==> config.mk <==
export PLATFORM = sky130hd
export DESIGN_NAME = pepu_ctrl
export DESIGN_NICKNAME = d
export VERILOG_FILES = /design/src/pepu_pkg.sv /design/src/pepu_ctrl.sv
export SDC_FILE = /design/constraint.sdc
export NUM_CORES = 1
export LEC_CHECK = 0
export BUFFER_PORTS_ARGS = -buffer_cell sky130_fd_sc_hd__buf_2
export CAP_MARGIN = 25
export CORE_MARGIN = 2
export CORE_UTILIZATION = 51
export CTS_CLUSTER_DIAMETER = 200
export DETAILED_ROUTE_END_ITERATION = 12
export GPL_ROUTABILITY_DRIVEN = 0
export PLACE_DENSITY = 0.83
export RECOVER_POWER = 50
export SLEW_MARGIN = 40
export SYNTH_ARGS = -nofsm -noshare
export SYNTH_HDL_FRONTEND = slang
export SYNTH_SLANG_ARGS = --single-unit
==> constraint.sdc <==
create_clock -name clk -period 2.9 [get_ports clk]
set_input_delay 0.145 -clock clk [delete_from_list [all_inputs] [get_ports clk]]
set_output_delay 0.145 -clock clk [all_outputs]
set_load 0.05 [all_outputs]
==> src/pepu_pkg.sv <==
// Shared types, widths and saturation helper for the proximity embedding pair update block.
// No dependencies; imported by every module of the block except pepu_ram.
package pepu_pkg;

	localparam int DEF_POINT_COUNT     = 256;
	localparam int DEF_MAX_INPUT_DIMS  = 16;
	localparam int DEF_MAX_OUTPUT_DIMS = 4;

	localparam int COORD_W    = 32;
	localparam int DIST_W     = 31;
	localparam int GAIN_W     = 17;
	localparam int PT_W       = 8;
	localparam int DIM_W      = 4;
	localparam int ACT_W      = 2;
	localparam int CFG_IDX_W  = 2;
	localparam int CFG_DATA_W = 31;
	localparam int NIN_W      = 5;
	localparam int NOUT_W     = 3;
	localparam int SQ_W       = 64;
	localparam int ROOT_W     = 32;
	localparam int DVD_W      = 63;
	localparam int DVS_W      = 32;
	localparam int MOVE_W     = 34;
	localparam int SUM_W      = 36;

	localparam logic [DIST_W-1:0] CUT_RESET  = '1;
	localparam logic [NIN_W-1:0]  NIN_RESET  = NIN_W'(2);
	localparam logic [NOUT_W-1:0] NOUT_RESET = NOUT_W'(2);

	typedef enum logic [ACT_W-1:0] {
		ACT_WR_ORIG = 2'd0,
		ACT_WR_EMB  = 2'd1,
		ACT_RD_EMB  = 2'd2,
		ACT_PAIR    = 2'd3
	} action_t;

	typedef enum logic [CFG_IDX_W-1:0] {
		REG_CUT      = 2'd0,
		REG_IN_DIMS  = 2'd1,
		REG_OUT_DIMS = 2'd2
	} cfg_reg_t;

	typedef struct packed {
		logic capture;
		logic mem_orig;
		logic rd_a;
		logic rd_b;
		logic rd_item;
		logic lat_a;
		logic lat_b;
		logic sq;
		logic acc_clr;
		logic acc;
		logic sqrt_start;
		logic dist_store;
		logic div_start;
		logic mul;
		logic mag;
		logic wr_a;
		logic wr_b;
		logic wr_item;
		logic out_load;
		logic k_clr;
		logic k_inc;
	} pepu_cmd_t;

	typedef struct packed {
		action_t act;
		logic    k_last;
		logic    sqrt_done;
		logic    div_done;
		logic    skip;
	} pepu_stat_t;

	function automatic logic [COORD_W-1:0] sat32(input logic signed [SUM_W-1:0] s);
		logic signed [SUM_W-1:0] hi;
		logic signed [SUM_W-1:0] lo;
		hi = SUM_W'(32'sh7FFFFFFF);
		lo = -SUM_W'(33'sh080000000);
		if (s > hi)
			sat32 = 32'h7FFFFFFF;
		else if (s < lo)
			sat32 = 32'h80000000;
		else
			sat32 = s[COORD_W-1:0];
	endfunction

endpackage

==> src/pepu_ctrl.sv <==
// Controller state machine sequencing request dispatch, distance walks, root, divide and moves.
// Depends on pepu_pkg.
module pepu_ctrl
	import pepu_pkg::*;
(
	input  logic       clk,
	input  logic       arst_n,
	input  logic       start,
	input  pepu_stat_t stat,
	output pepu_cmd_t  cmd,
	output logic       busy,
	output logic       done
);

	typedef enum logic [4:0] {
		S_IDLE, S_DISP, S_RD_DATA,
		S_DA, S_DB, S_DC, S_DSQ, S_DACC,
		S_SQRT_GO, S_SQRT_WAIT, S_DECIDE, S_DIV_WAIT,
		S_MA, S_MB, S_MC, S_MP, S_MM, S_WA, S_WB,
		S_DONE
	} state_t;

	state_t state_q;
	logic   phase_q;	// 0: embedding memory, 1: original memory

	always_ff @(posedge clk or negedge arst_n) begin
		if (!arst_n) begin
			state_q <= S_IDLE;
			phase_q <= 1'b0;
		end else begin
			case (state_q)
				S_IDLE: if (start) state_q <= S_DISP;
				S_DISP: begin
					phase_q <= 1'b0;
					case (stat.act)
						ACT_RD_EMB: state_q <= S_RD_DATA;
						ACT_PAIR:   state_q <= S_DA;
						default:    state_q <= S_DONE;
					endcase
				end
				S_RD_DATA:  state_q <= S_DONE;
				S_DA:       state_q <= S_DB;
				S_DB:       state_q <= S_DC;
				S_DC:       state_q <= S_DSQ;
				S_DSQ:      state_q <= S_DACC;
				S_DACC:     state_q <= stat.k_last ? S_SQRT_GO : S_DA;
				S_SQRT_GO:  state_q <= S_SQRT_WAIT;
				S_SQRT_WAIT: begin
					if (stat.sqrt_done) begin
						phase_q <= 1'b1;
						state_q <= phase_q ? S_DECIDE : S_DA;
					end
				end
				S_DECIDE: begin
					phase_q <= 1'b0;
					state_q <= stat.skip ? S_DONE : S_DIV_WAIT;
				end
				S_DIV_WAIT: if (stat.div_done) state_q <= S_MA;
				S_MA:       state_q <= S_MB;
				S_MB:       state_q <= S_MC;
				S_MC:       state_q <= S_MP;
				S_MP:       state_q <= S_MM;
				S_MM:       state_q <= S_WA;
				S_WA:       state_q <= S_WB;
				S_WB:       state_q <= stat.k_last ? S_DONE : S_MA;
				S_DONE:     state_q <= S_IDLE;
				default:    state_q <= S_IDLE;
			endcase
		end
	end

	always_comb begin
		cmd          = '0;
		cmd.mem_orig = phase_q;
		case (state_q)
			S_IDLE: begin
				cmd.capture = start;
				cmd.k_clr   = start;
			end
			S_DISP: begin
				cmd.mem_orig = 1'b0;
				cmd.wr_item  = 1'b1;
				cmd.rd_item  = stat.act == ACT_RD_EMB;
				cmd.acc_clr  = 1'b1;
			end
			S_RD_DATA: cmd.out_load = 1'b1;
			S_DA:      cmd.rd_a = 1'b1;
			S_DB: begin
				cmd.rd_b  = 1'b1;
				cmd.lat_a = 1'b1;
			end
			S_DC:      cmd.lat_b = 1'b1;
			S_DSQ:     cmd.sq = 1'b1;
			S_DACC: begin
				cmd.acc   = 1'b1;
				cmd.k_clr = stat.k_last;
				cmd.k_inc = !stat.k_last;
			end
			S_SQRT_GO: cmd.sqrt_start = 1'b1;
			S_SQRT_WAIT: begin
				cmd.dist_store = stat.sqrt_done;
				cmd.acc_clr    = stat.sqrt_done;
			end
			S_DECIDE:  cmd.div_start = !stat.skip;
			S_MA: begin
				cmd.mem_orig = 1'b0;
				cmd.rd_a     = 1'b1;
			end
			S_MB: begin
				cmd.mem_orig = 1'b0;
				cmd.rd_b     = 1'b1;
				cmd.lat_a    = 1'b1;
			end
			S_MC: begin
				cmd.mem_orig = 1'b0;
				cmd.lat_b    = 1'b1;
			end
			S_MP:      cmd.mul = 1'b1;
			S_MM:      cmd.mag = 1'b1;
			S_WA: begin
				cmd.mem_orig = 1'b0;
				cmd.wr_a     = 1'b1;
			end
			S_WB: begin
				cmd.mem_orig = 1'b0;
				cmd.wr_b     = 1'b1;
				cmd.k_inc    = !stat.k_last;
			end
			default: begin
			end
		endcase
	end

	assign busy = state_q != S_IDLE;
	assign done = state_q == S_DONE;

endmodule

# Word level (Yosys, flattened, before mapping)
# Cells that the tools add are included.
[word_totals] in_bits=9 register_bits=6 out_inout_bits=23 elab_cells=70
[op_classes] n_mux=31 n_reduce_logical=13 eq_ne=24
[op_table] op="case mux 5 bit (19 select lines)" count=1
[op_table] op="== test 5 x 4 -> 1 bit (second input constant)" count=8
[op_table] op="two-way mux 5 bit" count=5
[op_table] op="== test 5 x 3 -> 1 bit (second input constant)" count=4
[op_table] op="== test 5 bit (second input constant)" count=4
[op_table] op="two-way mux 1 bit" count=19
[op_table] op="== test 5 x 2 -> 1 bit (second input constant)" count=2
[op_table] op="case mux 5 bit (2 select lines)" count=1
[op_table] op="OR reduction 2 bit" count=5
[op_table] op="two-way mux 4 bit" count=2
[op_table] op="!= test 2 bit (second input constant)" count=3
[op_table] op="case mux 1 bit (2 select lines)" count=3
[op_table] op="OR reduction 6 bit" count=1
[op_table] op="== test 5 x 1 -> 1 bit (second input constant)" count=1
[op_table] op="zero test 5 bit" count=1
[op_table] op="nonzero test 5 bit" count=1
[op_table] op="== test 2 bit (second input constant)" count=2
[op_table] op="AND reduction 3 bit" count=1
[op_table] op="zero test 1 bit" count=2
[op_table] op="AND reduction 2 bit" count=1
[op_table] op="nonzero test 2 bit" count=1

# Depth between registers and ports, before layout
[depth] depth_word=4 mapped_depth=6 ltp_nobuf=4

# Worst setup path after synthesis
# OpenSTA, ideal clock, no wires.
[synth_timing] path_kind="register to output" from="register state_q[3]" to="output cmd[17] (netlist bit)" path_stages_with_launch=6 path_slack_ns=0.438 t_required_ns=2.755 path_buffers=3 arrival_ns=2.317 path_cell_list="dfrtp_1 buf_2 buf_2 xor2_1 nor3_1 buf_4"
[synth_rtl] item="start, declared" line_no="pepu_ctrl.sv:23" rtl="state_t state_q;"
[synth_rtl] item="start signal, assigned" line_no="pepu_ctrl.sv:46" rtl="S_DACC: state_q <= stat.k_last ? S_SQRT_GO : S_DA;"
[synth_rtl] item="start signal, assigned" line_no="pepu_ctrl.sv:51" rtl="state_q <= phase_q ? S_DECIDE : S_DA;"
[synth_rtl] item="start signal, assigned" line_no="pepu_ctrl.sv:56" rtl="state_q <= stat.skip ? S_DONE : S_DIV_WAIT;"
[synth_rtl] item="end, declared" line_no="pepu_ctrl.sv:10" rtl="output pepu_cmd_t cmd,"

==> metrics.txt <==
outcome finished clean; Root Buffer clkbuf_4; final instance area just over 900 µm²; initial core utilization 0.5437; Final Hold Vio Count 0; Syn Nets around 120; largest net degree at the start of global routing 24; hold_buf cts 1; Synth top cells by count nor2_1 (16), nand2_1 (11), nand2b_1 (11); biggest area consumer among synthesized cells dfrtp_1; Sequential cell area ~150 µm²; routed vias/inst roughly 6.1; sequential share of the synthesized area 0.1855; row cnt 14; Placement Cell Area 908.4 µm²; Hold Crit Class input port to register; All-Layer GR Usage 0.2417; DRT Pass-1 Iters 4; final setup vio count 0; Setup TNS Final 0 ps; CTS clk-pin slew, worst paths approximately 50 ps; Chip Width about 44 µm; core area approximately 0.0015 mm²; non-filler instance count after layout 154; worst-skew pair later-pin latency roughly 260 ps; part of the cycle the worst path needs 0.7888; pwr/cell area approximately 1300 mW/mm²; total leakage power between 0.4 and 0.5 nW; Die Height between 40 and 50 µm; Fmax 0.4371 GHz; Fill cells 147; number of I/O port buffers 31; residual DRC count 0; worst-margin pin slew 962.4 ps; slowest CP cell nor3_1; fin crit period between 2000 and 2500 ps; fin. max-slew vios 0; Cells after Synth roughly 120; synth unique cells 39; multi-input logic area between 500 and 600 µm²; Die ar. around 0.0019 mm²; Post-Route WL between 2000 and 2500 µm; Slew headroom 0.3418; vias post-DR approximately 950; post-synthesis async set-or-reset flop share 1.000; mapped cell area between 800 and 900 µm²; synth warn 0; number of synthesized flops with an enable pin 0; Synth top area share 0.1855; layout cells sized above 1 0.2174; post-CTS resize count 0; Syn Area/Cell 7.039 µm²; initial antenna violation count 0; # Post-CTS Setup Buffers 0; Critical Path, Cell by Cell nor3_1, and3_1, clkbuf_1; H-tree depth 1; max cap viols 0; pre-CTS setup slack around 1000 ps; Clock Sinks 6; final worst slack between 600 and 700 ps; CTS Buffer Depth 2; DRT iter0 DRCs 26; CP endpoint kind output pin; vias in the first global route ~760; flops & latches, synth 6; CP startpoint kind register; CTS Buf Count 3; WS Path Type register to output pin; routed wire length per instance 13.97 µm; Req. time, crit path approximately 2800 ps; remaining antenna violation count after routing 0; Worst Skew about 0.76 ps; first-pass GRT wire length ~3500 µm; Final nets around 150; DPL Wire Length ~1500 µm; Max FO, Critical Path 20; CP peak stage delay 600 ps; CP arrival roughly 2100 ps; largest cells by area after synthesis dfrtp_1 (19%), nand2b_1 (8.5%), nor2_1 (7.4%); Inst Count DP 150; Congestion Overflow GR 0; CTS tree yes; antenna cells 0; final core area utilization 0.6134; maximum vdd ir drop about 0.74 mV; num ports 32; ys flop type dfrtp_1; count leader, synth nor2_1; Area Overhead vs Synth 12.83%; RSZ-0062 raised after global routing false
## worst max-delay path: cells and delay by family (launching register included)
kind | cells | cell delay (ps)
buffers and inverters | 1 | 460
and+or+nand+nor | 2 | 830
DFF | 1 | 590
## cell type report
type	count	area share
multi-input cells	94	0.6041
well taps	16	0.02192
clock buffers	3	0.02466
inverters	3	0.01233
repair buffers	32	0.1726
flip-flops and latches	6	0.1644
## per-stage QoR
step | total power [mW] | hold slack, ps
final | 1.194 | 166.9
after detailed placement | 1.137 | -21.85
after CTS | 1.223 | 165.3
after floorplan | 1.023 | -150.6
after global placement | 1.124 | -32.01
after global routing | 1.291 | 183.8
## flip-flops by register name (all words and copies together) (netlist names)
| register | flops |
|---|---|
| phase_q | 1 |
| state_q | 5 |
## cells by family (layout without fill, tap and decap cells)
kind of cell	after synthesis	count (layout)	share of synthesized area
and+or+nand+nor	65	65	0.4343
AOI/OAI and AO/OA	28	28	0.2612
buffers and inverters	15	38	0.1082
DFF	6	6	0.1855
xor gates and xnor gates	1	1	0.01082
## placed cells by master (no fill, tap or decap), types with 2 or more instances in the layout
master / n
buf_2: 25
nand2_1: 11
dfrtp_1: 6
nand2b_1: 11
inv_1: 3
nand3_1: 2
nor2b_1: 6
and3_1: 2
a21oi_1: 5
o21ai_1: 2
clkbuf_1: 6
a31oi_1: 3
a2111oi_0: 3
nor3_1: 8
nand3b_1: 3
nor2_1: 16
a211oi_1: 3
clkbuf_4: 3
## routing by layer
| layer | GRT usage | vias up | share of wire |
|---|---|---|---|
| met5 | 0 | - | 0 |
| met4 | 0.09697 | 0 | 0.022 |
| met3 | 0.06250 | 9 | 0.085 |
| met2 | 0.3529 | 53 | 0.47 |
| met1 | 0.3367 | 431 | 0.42 |
| li1 | - | 453 | - |
## power breakdown
group / internal (mW) / switching, mW / total, mW
registers: 0.119 / 0.165 / 0.284
clock network: 0.0472 / 0.0363 / 0.0835
logic: 0.269 / 0.557 / 0.827
total: 0.436 / 0.759 / 1.19
## path summary, 6_finish.rpt
check                      startpoint    endpoint  slack [ps]  cells past startpoint
setup / recovery           state_q[3]      cmd[5]         610                      3
setup reg to reg           state_q[0]  state_q[3]         690                      4
min in group asynchronous      arst_n     phase_q         310                      2
hold / removal                stat[0]  state_q[4]         170                      3
max in group asynchronous      arst_n  state_q[4]        2330                      2
hold reg to reg               phase_q     phase_q         610                      2
Power figures use the tool's default switching activity.
